==> src/rtl/gwm_pkg.sv <==
// Shared types, codes and helpers of the glob wildcard matcher.
// Used by gwm_cell and glob_wildcard_matcher_top; depends on nothing else.
package gwm_pkg;

    // Default number of pattern symbols held by the cell chain.
    localparam int PATTERN_LEN_DEF = 32;

    // Pattern bytes with a special meaning.
    localparam logic [7:0] CHAR_STAR   = 8'h2A;
    localparam logic [7:0] CHAR_QUEST  = 8'h3F;
    localparam logic [7:0] CHAR_BSLASH = 8'h5C;

    typedef enum logic [1:0] {
        FUNC_CLEAR  = 2'd0,
        FUNC_APPEND = 2'd1,
        FUNC_TEXT   = 2'd2,
        FUNC_END    = 2'd3
    } func_t;

    typedef enum logic [1:0] {
        KIND_LIT = 2'd0,
        KIND_ONE = 2'd1,
        KIND_RUN = 2'd2
    } kind_t;

    // Broadcast from the top level to every cell in the chain.
    typedef struct packed {
        logic       step;      // consume one text byte
        logic       rearm;     // return the automaton to the start position
        logic       wr;        // append a symbol at the current pattern count
        kind_t      kind;      // kind of the appended symbol
        logic [7:0] sym_byte;  // case-folded literal of the appended symbol
        logic [7:0] text_byte; // case-folded text byte
    } cell_ctrl_t;

    // ASCII upper case letters fold to lower case; all else is unchanged.
    function automatic logic [7:0] fold_case(input logic [7:0] b);
        logic [7:0] r;
        r = b;
        if (b >= 8'h41 && b <= 8'h5A)
        begin
            r = b + 8'h20;
        end
        return r;
    endfunction

endpackage

==> src/rtl/gwm_cell.sv <==
// One cell of the matcher chain: one pattern symbol and its active-position bit.
// Depends on gwm_pkg.
module gwm_cell #(
    parameter int IDX   = 0,
    parameter int PTR_W = 6
) (
    input  logic                clk,
    input  logic                rst_n,
    input  gwm_pkg::cell_ctrl_t ctrl,
    input  logic [PTR_W-1:0]    count,
    input  logic                step_in,
    input  logic                carry_in,
    output logic                closed,
    output logic                carry_out,
    output logic                step_out
);
    import gwm_pkg::*;

    kind_t      kind_reg;
    logic [7:0] sym_reg;
    logic       act_reg;
    logic       act_next;
    logic       valid;
    logic       is_run;
    logic       advance;

    // The cell holds a symbol only while its index lies below the pattern count.
    assign valid  = count > PTR_W'(IDX);
    assign closed = act_reg | carry_in;

    always_comb
    begin
        is_run  = 1'b0;
        advance = 1'b0;
        case (kind_reg)
            KIND_RUN: is_run  = 1'b1;
            KIND_ONE: advance = 1'b1;
            KIND_LIT: advance = (sym_reg == ctrl.text_byte);
            default:  advance = 1'b0;
        endcase
    end

    assign carry_out = closed & valid & is_run;
    assign step_out  = closed & valid & advance;

    always_comb
    begin
        act_next = act_reg;
        if (ctrl.rearm)
        begin
            act_next = (IDX == 0);
        end
        else if (ctrl.step)
        begin
            // A run symbol keeps its own position alive across the byte.
            act_next = carry_out | step_in;
        end
    end

    always_ff @(posedge clk or negedge rst_n)
    begin
        if (!rst_n)
        begin
            act_reg <= (IDX == 0);
        end
        else
        begin
            act_reg <= act_next;
        end
    end

    always_ff @(posedge clk)
    begin
        if (ctrl.wr && count == PTR_W'(IDX))
        begin
            kind_reg <= ctrl.kind;
            sym_reg  <= ctrl.sym_byte;
        end
    end

endmodule

==> src/rtl/glob_wildcard_matcher_top.sv <==
// Glob wildcard matcher: top level with word decode, pattern bookkeeping and result register.
// Depends on gwm_pkg and gwm_cell.
//
// The block matches a stream of text bytes against a stored glob pattern.
// Each input word carries a function code and a byte: clear the pattern,
// append a pattern byte, present a text byte, or end the text. '*' matches
// any run of bytes, '?' exactly one byte, and a backslash makes the next
// pattern byte literal. Letters compare with case folded.
// Only an end-of-text word gives a result word: matched, and whether any
// pattern bytes were dropped for lack of room since the last clear.
// Input words may arrive back to back while in_ready is high. The result
// word is registered in the output register, or parked behind it while
// the output is stalled. The clock rate is limited by the cell chain,
// whose run-closure ripples combinationally through all PATTERN_LEN cells.
// A second result register sits behind the output, so one result may wait
// on a stalled receiver without holding off input. Input ready comes from
// a register and drops only once both hold a result, that is after two
// end-of-text words meet a stalled receiver.
// Reset empties the pattern, clears the escape and overflow state and
// arms the automaton at its start position; the symbol store itself is not
// cleared, as only appended entries are ever read.
module glob_wildcard_matcher_top #(
    parameter int PATTERN_LEN = gwm_pkg::PATTERN_LEN_DEF
) (
    input  logic       clk,
    input  logic       rst_n,
    input  logic       in_valid,
    output logic       in_ready,
    input  logic [1:0] func,
    input  logic [7:0] byte_value,
    output logic       out_valid,
    input  logic       out_ready,
    output logic       matched,
    output logic       pattern_overflow
);
    import gwm_pkg::*;

    localparam int PTR_W = $clog2(PATTERN_LEN + 1);

    logic [PTR_W-1:0] count_reg, count_next;
    logic             esc_reg, esc_next;
    logic             ovf_reg, ovf_next;
    logic             act_last_reg, act_last_next;
    logic             out_valid_reg, out_valid_next;
    logic             matched_reg, matched_next;
    logic             out_ovf_reg, out_ovf_next;
    logic             skid_valid_reg, skid_valid_next;
    logic             skid_matched_reg, skid_matched_next;
    logic             skid_ovf_reg, skid_ovf_next;

    logic             in_fire;
    func_t            func_code;
    cell_ctrl_t       ctrl;
    logic             append;
    kind_t            app_kind;
    logic [7:0]       app_byte;

    logic [PATTERN_LEN:0] carry_chain;
    logic [PATTERN_LEN:0] step_chain;
    logic [PATTERN_LEN:0] closed_vec;

    assign func_code = func_t'(func);
    assign in_ready  = !skid_valid_reg;
    assign in_fire   = in_valid && in_ready;

    // Pattern byte decode: an escape makes the byte literal, a backslash
    // opens an escape, and the two wildcards become their own kinds.
    always_comb
    begin
        append   = 1'b0;
        app_kind = KIND_LIT;
        app_byte = fold_case(byte_value);
        esc_next = esc_reg;
        if (in_fire && func_code == FUNC_CLEAR)
        begin
            esc_next = 1'b0;
        end
        else if (in_fire && func_code == FUNC_APPEND)
        begin
            if (esc_reg)
            begin
                esc_next = 1'b0;
                append   = 1'b1;
            end
            else if (byte_value == CHAR_BSLASH)
            begin
                esc_next = 1'b1;
            end
            else if (byte_value == CHAR_STAR)
            begin
                append   = 1'b1;
                app_kind = KIND_RUN;
            end
            else if (byte_value == CHAR_QUEST)
            begin
                append   = 1'b1;
                app_kind = KIND_ONE;
            end
            else
            begin
                append = 1'b1;
            end
        end
    end

    always_comb
    begin
        count_next = count_reg;
        ovf_next   = ovf_reg;
        ctrl.wr    = 1'b0;
        if (in_fire && func_code == FUNC_CLEAR)
        begin
            count_next = '0;
            ovf_next   = 1'b0;
        end
        else if (append)
        begin
            if (count_reg < PTR_W'(PATTERN_LEN))
            begin
                ctrl.wr    = 1'b1;
                count_next = count_reg + 1'b1;
            end
            else
            begin
                ovf_next = 1'b1;
            end
        end
        ctrl.step      = in_fire && func_code == FUNC_TEXT;
        ctrl.rearm     = in_fire && (func_code == FUNC_CLEAR || func_code == FUNC_END);
        ctrl.kind      = app_kind;
        ctrl.sym_byte  = app_byte;
        ctrl.text_byte = fold_case(byte_value);
    end

    assign carry_chain[0] = 1'b0;
    assign step_chain[0]  = 1'b0;

    for (genvar g = 0; g < PATTERN_LEN; g++)
    begin : g_cell
        gwm_cell #(
            .IDX   (g),
            .PTR_W (PTR_W)
        ) u_cell (
            .clk       (clk),
            .rst_n     (rst_n),
            .ctrl      (ctrl),
            .count     (count_reg),
            .step_in   (step_chain[g]),
            .carry_in  (carry_chain[g]),
            .closed    (closed_vec[g]),
            .carry_out (carry_chain[g+1]),
            .step_out  (step_chain[g+1])
        );
    end

    // The final position has no symbol of its own.
    assign closed_vec[PATTERN_LEN] = act_last_reg | carry_chain[PATTERN_LEN];

    always_comb
    begin
        act_last_next = act_last_reg;
        if (ctrl.rearm)
        begin
            act_last_next = 1'b0;
        end
        else if (ctrl.step)
        begin
            act_last_next = step_chain[PATTERN_LEN];
        end
    end

    // Result register: the whole pattern matched when the position just past
    // its last symbol is active after run closure. A result that arrives while
    // the output one waits is parked in the second register and moves up as
    // soon as the output is taken.
    always_comb
    begin
        out_valid_next    = out_valid_reg;
        matched_next      = matched_reg;
        out_ovf_next      = out_ovf_reg;
        skid_valid_next   = skid_valid_reg;
        skid_matched_next = skid_matched_reg;
        skid_ovf_next     = skid_ovf_reg;
        if (!out_valid_reg || out_ready)
        begin
            if (skid_valid_reg)
            begin
                out_valid_next  = 1'b1;
                matched_next    = skid_matched_reg;
                out_ovf_next    = skid_ovf_reg;
                skid_valid_next = 1'b0;
            end
            else if (in_fire && func_code == FUNC_END)
            begin
                out_valid_next = 1'b1;
                matched_next   = closed_vec[count_reg];
                out_ovf_next   = ovf_reg;
            end
            else
            begin
                out_valid_next = 1'b0;
            end
        end
        else if (in_fire && func_code == FUNC_END)
        begin
            skid_valid_next   = 1'b1;
            skid_matched_next = closed_vec[count_reg];
            skid_ovf_next     = ovf_reg;
        end
    end

    always_ff @(posedge clk or negedge rst_n)
    begin
        if (!rst_n)
        begin
            count_reg      <= '0;
            esc_reg        <= 1'b0;
            ovf_reg        <= 1'b0;
            act_last_reg   <= 1'b0;
            out_valid_reg  <= 1'b0;
            skid_valid_reg <= 1'b0;
        end
        else
        begin
            count_reg      <= count_next;
            esc_reg        <= esc_next;
            ovf_reg        <= ovf_next;
            act_last_reg   <= act_last_next;
            out_valid_reg  <= out_valid_next;
            skid_valid_reg <= skid_valid_next;
        end
    end

    always_ff @(posedge clk)
    begin
        matched_reg      <= matched_next;
        out_ovf_reg      <= out_ovf_next;
        skid_matched_reg <= skid_matched_next;
        skid_ovf_reg     <= skid_ovf_next;
    end

    assign out_valid        = out_valid_reg;
    assign matched          = matched_reg;
    assign pattern_overflow = out_ovf_reg;

    // The pattern count never runs past the chain length.
    a_count_range: assert property (@(posedge clk) disable iff (!rst_n)
        count_reg <= PTR_W'(PATTERN_LEN))
        else $error("pattern count beyond chain length");

    // Bytes are only dropped once every cell holds a symbol.
    a_ovf_full: assert property (@(posedge clk) disable iff (!rst_n)
        ovf_reg |-> count_reg == PTR_W'(PATTERN_LEN))
        else $error("overflow flagged with room left");

    // An accepted end of text always leaves a valid result word on the output next cycle.
    a_end_result: assert property (@(posedge clk) disable iff (!rst_n)
        (in_fire && func_code == FUNC_END) |=> out_valid_reg)
        else $error("end of text gave no result");

    // A second result is only ever held behind a waiting one.
    a_ready_hold: assert property (@(posedge clk) disable iff (!rst_n)
        skid_valid_reg |-> out_valid_reg)
        else $error("second result held with the output empty");

    // After a rearm the final position is idle.
    a_rearm_last: assert property (@(posedge clk) disable iff (!rst_n)
        ctrl.rearm |=> !act_last_reg)
        else $error("final position active after rearm");

endmodule
==> config.mk <==
export PLATFORM = sky130hd
export DESIGN_NAME = glob_wildcard_matcher_top
export DESIGN_NICKNAME = d
export VERILOG_FILES = /design/src/rtl/gwm_pkg.sv /design/src/rtl/gwm_cell.sv /design/src/rtl/glob_wildcard_matcher_top.sv
export SDC_FILE = /design/constraint.sdc
export NUM_CORES = 1
export LEC_CHECK = 0
export ABC_CLOCK_PERIOD_IN_PS = 21700
export BUFFER_PORTS_ARGS = -buffer_cell sky130_fd_sc_hd__buf_2
export CELL_PAD_IN_SITES_DETAIL_PLACEMENT = 0
export CELL_PAD_IN_SITES_GLOBAL_PLACEMENT = 1
export CORE_AREA = 2 2 183 185
export CTS_CLUSTER_DIAMETER = 150
export DETAILED_ROUTE_END_ITERATION = 6
export DIE_AREA = 0 0 185 187
export GPL_TIMING_DRIVEN = 1
export PLACE_DENSITY = 0.76
export SYNTH_ARGS = -nofsm -noshare
export SYNTH_HDL_FRONTEND = slang
export SYNTH_HIERARCHICAL = 1
export SYNTH_SLANG_ARGS = --single-unit
export TNS_END_PERCENT = 1
==> constraint.sdc <==
create_clock -name clk -period 21.7 [get_ports clk]
set_clock_uncertainty 0.05 [all_clocks]
set_input_delay 0 -clock clk [delete_from_list [all_inputs] [get_ports clk]]
set_output_delay 0 -clock clk [all_outputs]
set_load 0.05 [all_outputs]
==> tab_implementation.tex <==
\begin{tabular}{lr}
\hline
Metric & Value \\
\hline
\multicolumn{2}{l}{\textbf{Yosys}} \\
\quad Most common library cells after synthesis & 324 x sky130\_fd\_sc\_hd\_\_edfxtp\_1, 259 x sky130\_fd\_sc\_hd\_\_xor2\_1, 98 x sky130\_fd\_sc\_hd\_\_nor2\_1 \\
\quad Syn Area/Cell & 14.27 um2 \\
\quad Mapped cell area & 17370 um2 \\
\quad Library cell with the largest summed area after synthesis & sky130\_fd\_sc\_hd\_\_edfxtp\_1 \\
\quad Most common flop cell mapped by yosys & sky130\_fd\_sc\_hd\_\_edfxtp\_1 \\
\quad Seq/Total Area, Yosys & 62.21\% \\
\quad Area share of the largest cell type after synthesis & 56.01\% \\
\quad Number of flops mapped to enable cells by yosys & 324 \\
\quad Leading cell type by number of instances after synthesis & sky130\_fd\_sc\_hd\_\_edfxtp\_1 \\
\quad Async set or reset register ratio after synthesis & 11.72\% \\
\quad Total number of yosys warnings & 6 \\
\quad Number of distinct library cells after synthesis & 91 \\
\quad Count of state elements after synthesis & 367 \\
\quad Top cells by area in the synthesized netlist & sky130\_fd\_sc\_hd\_\_edfxtp\_1 56\%, sky130\_fd\_sc\_hd\_\_xor2\_1 13\%, sky130\_fd\_sc\_hd\_\_dfrtp\_1 6.1\%, sky130\_fd\_sc\_hd\_\_nor4\_1 2.3\%, sky130\_fd\_sc\_hd\_\_nor2\_1 2.1\% \\
\quad Gate count of the mapped netlist & 1217 \\
\multicolumn{2}{l}{\textbf{Setup path}} \\
\quad CP top delay family & simple AND/OR/NAND/NOR gates \\
\quad Worst endpoint required time & 22.05 ns \\
\quad Buffering stage count on the worst path with inverters included & 2 \\
\quad Path type of the worst setup path & flip-flop to flip-flop \\
\quad Largest stage delay, worst path & 0.71 ns \\
\quad Element type at the critical path end & flip-flop \\
\quad Worst EP arrival & 17.37 ns \\
\quad Slowest CP cell & sky130\_fd\_sc\_hd\_\_dfrtp\_2 \\
\quad Cell seen most often among critical-path stages & sky130\_fd\_sc\_hd\_\_nor2\_1 \\
\quad Kind of start point of the critical path & flip-flop \\
\quad Maximum fanout along the worst path & 25 \\
\multicolumn{2}{l}{\textbf{Global routing}} \\
\quad Antenna violations before repair & 0 \\
\quad Remaining global-route overflow & 0 \\
\quad Global-route wire length before repair & 57750 um \\
\quad Global-route usage over all layers & 21.43\% \\
\quad Pin count of the biggest net entering global routing & 66 \\
\quad Number of global-route vias before repair & 10180 \\
\multicolumn{2}{l}{\textbf{Cells and area}} \\
\quad Post-route core utilization & 60.04\% \\
\quad Ratio of cells with drive above 1 in the final layout & 19.66\% \\
\quad P\&R area growth vs syn & 13.58\% \\
\quad Count of antenna diodes in the layout & 0 \\
\quad Post-layout net count & 1328 \\
\quad Number of flip-flops in the largest register & 256 \\
\quad Final std cells w/o fill & 1786 \\
\multicolumn{2}{l}{\textbf{STA}} \\
\quad Total Neg Setup Slack & 0 ns \\
\quad Setup repair after global routing missed its margin & no \\
\quad Upper clock frequency limit & 58.74 MHz \\
\quad Final setup violation count & 0 \\
\quad Endpoints failing hold & 0 \\
\quad Final Critical Period & 17.02 ns \\
\quad Final critical-path share of the clock period & 78.45\% \\
\quad Slew margin rel. & 15.57\% \\
\quad Least-Margin Pin Slew & 1.256 ns \\
\quad Max-slew violation total from the final report & 0 \\
\multicolumn{2}{l}{\textbf{Detailed routing}} \\
\quad Initial drt markers & 675 \\
\quad Total Wirelength & 36000 um \\
\quad Residual DRC & 0 \\
\quad Via-to-Cell Ratio & 5.600 \\
\quad Router iterations before antenna repair & 5 \\
\quad Detailed-route wire length per cell & 20.16 um \\
\quad Antenna Nets Post-Route & 0 \\
\quad Via Count & 10000 \\
\multicolumn{2}{l}{\textbf{Clock network}} \\
\quad Number of buffers added by the clock tree synthesis step & 38 \\
\quad TritonCTS clock tree & done \\
\quad H-tree Lvls & 2 \\
\quad Clock latency reported for the late side of the worst-skew pair & 0.53 ns \\
\quad Clk sink count & 367 \\
\quad Post-CTS sizing & 0 \\
\quad Clock root buffer master & sky130\_fd\_sc\_hd\_\_clkbuf\_16 \\
\quad Maximum number of buffers from clock root to sink & 3 \\
\quad Clock transition at the registers of the reported paths & 0.06 ns \\
\multicolumn{2}{l}{\textbf{Power and ir drop}} \\
\quad Cell Pwr Density & 84.63 nW/um2 \\
\quad Peak VDD IR & 75.51 uV \\
\quad Leak Pwr & 6.738 nW \\
\multicolumn{2}{l}{\textbf{Floorplan}} \\
\quad Number of standard-cell rows in the floorplan & 67 \\
\quad I/O pins & 18 \\
\quad Horizontal die dimension & 185 um \\
\quad Total Die Area & 34600 um2 \\
\quad Placeable core region & 32860 um2 \\
\quad Die outline height & 187 um \\
\quad Initial core utilization & 52.86\% \\
\multicolumn{2}{l}{\textbf{Place}} \\
\quad Inst Count DP & 1706 \\
\quad Half-perimeter wire length after detailed placement & 22050 um \\
\quad Routability-driven placement congestion ratio & 0.8035 \\
\quad \# port buffers & 17 \\
\multicolumn{2}{l}{\textbf{Status}} \\
\quad Result of the run & finished clean \\
\multicolumn{2}{l}{\textbf{Job}} \\
\quad Max-cap viol count & 0 \\
\multicolumn{2}{l}{\textbf{Min path}} \\
\quad Hold WC Path Type & input pin to flip-flop \\
\hline
\end{tabular}
-- stage by stage --
step | worst slack, ns | power (mW) | hold WS (ns) | cell area (um2)
2_1_floorplan | 5.488 | 0.9352 | -0.3456 | 17380
3_3_place_gp | 5.373 | 0.9919 | 0.1178 | 18300
3_5_place_dp | 4.695 | 0.9947 | 0.1120 | 18300
4_1_cts | 4.590 | 1.684 | 0.01126 | 19730
5_1_grt | 2.849 | 1.731 | 0.07789 | 19730
6_report | 4.676 | 1.670 | 0.03338 | 19730
-- placed cells by master, fill, tap and decap left out, types with 14 or more instances in the layout --
cell and n:
sky130_fd_sc_hd__nand2_1 20, sky130_fd_sc_hd__dfrtp_1 36, sky130_fd_sc_hd__a2111oi_2 15, sky130_fd_sc_hd__nor3_1 17
sky130_fd_sc_hd__nand3_1 14, sky130_fd_sc_hd__inv_1 47, sky130_fd_sc_hd__nor4_2 24, sky130_fd_sc_hd__mux2i_1 18
sky130_fd_sc_hd__clkbuf_16 41, sky130_fd_sc_hd__buf_4 32, sky130_fd_sc_hd__xor2_1 259, sky130_fd_sc_hd__a211oi_2 22
sky130_fd_sc_hd__nor4_1 59, sky130_fd_sc_hd__edfxtp_1 324, sky130_fd_sc_hd__a21oi_1 44, sky130_fd_sc_hd__nor2_1 98
-- worst min-delay path: cells and delay by family --
family / cells / cell delay, ns
adders and majority gates: 1 / 0.22
AOI/OAI and AO/OA: 1 / 0.10
buffers and inverters: 1 / 0.11
and+or+nand+nor: 1 / 0.12
-- report_power, final --
part,internal [mW],total [mW],switching [mW]
sequential,0.782,0.796,0.0140
combinational,0.0629,0.184,0.121
clock,0.426,0.690,0.264
-- layout make-up --
cell class                      instances  area [um2]
Clock buffer                           52        1097
Clock inverter                         18       236.5
Fill cell                            2624       13130
Inverter                               48       180.2
Multi-Input combinational cell        799        6441
Sequential cell                       367       10810
Tap cell                              448       560.5
Timing Repair Buffer                   54       400.4
-- routing by layer --
layer	wire length (um)	vias up	global-route usage, %
met5	0	-	0
met4	598	0	5.006
met3	1179	43	3.115
met2	17050	160	34.07
met1	17180	5030	31.36
li1	-	4768	-
-- path summary, 6_finish.rpt --
check                                                         to                     start  slack, ns  depth (start not counted)
hold reg to reg                           skid_ovf_reg$_DFFE_PP_       ovf_reg$_DFFE_PN0P_       0.46                          0
hold / removal                               esc_reg$_DFFE_PN0P_                   func[0]       0.03                          4
max in group asynchronous               count_reg[3]$_DFFE_PN0P_                     rst_n      21.00                          3
setup reg to reg                               matched$_DFFE_PP_  count_reg[1]$_DFFE_PN0P_       4.68                         81
min in group asynchronous  g_cell[29].u_cell/act_reg$_DFFE_PN0P_                     rst_n       0.11                          3
setup / recovery                               matched$_DFFE_PP_  count_reg[1]$_DFFE_PN0P_       4.68                         81
-- what timing repair did --
| action | CTS | global route |
|---|---|---|
| setup buffers | 0 | 0 |
| hold endpoints to repair | 124 | 0 |
| hold buffers | 10 | 0 |
-- cells by family (layout without fill, tap and decap cells) --
family          count (synthesis)  after routing  share of synthesized area (%)
fa+ha+maj                       6              6                         0.4321
compound gates                146            146                          8.038
other cells                     1              2                        0.02159
simple gates                  365            365                          13.83
mux                            20             20                          1.167
flops                         367            367                          62.21
buf+inv                        52            172                          1.196
xor+xnor                      260            260                          13.11
Power figures use the tool's default switching activity.
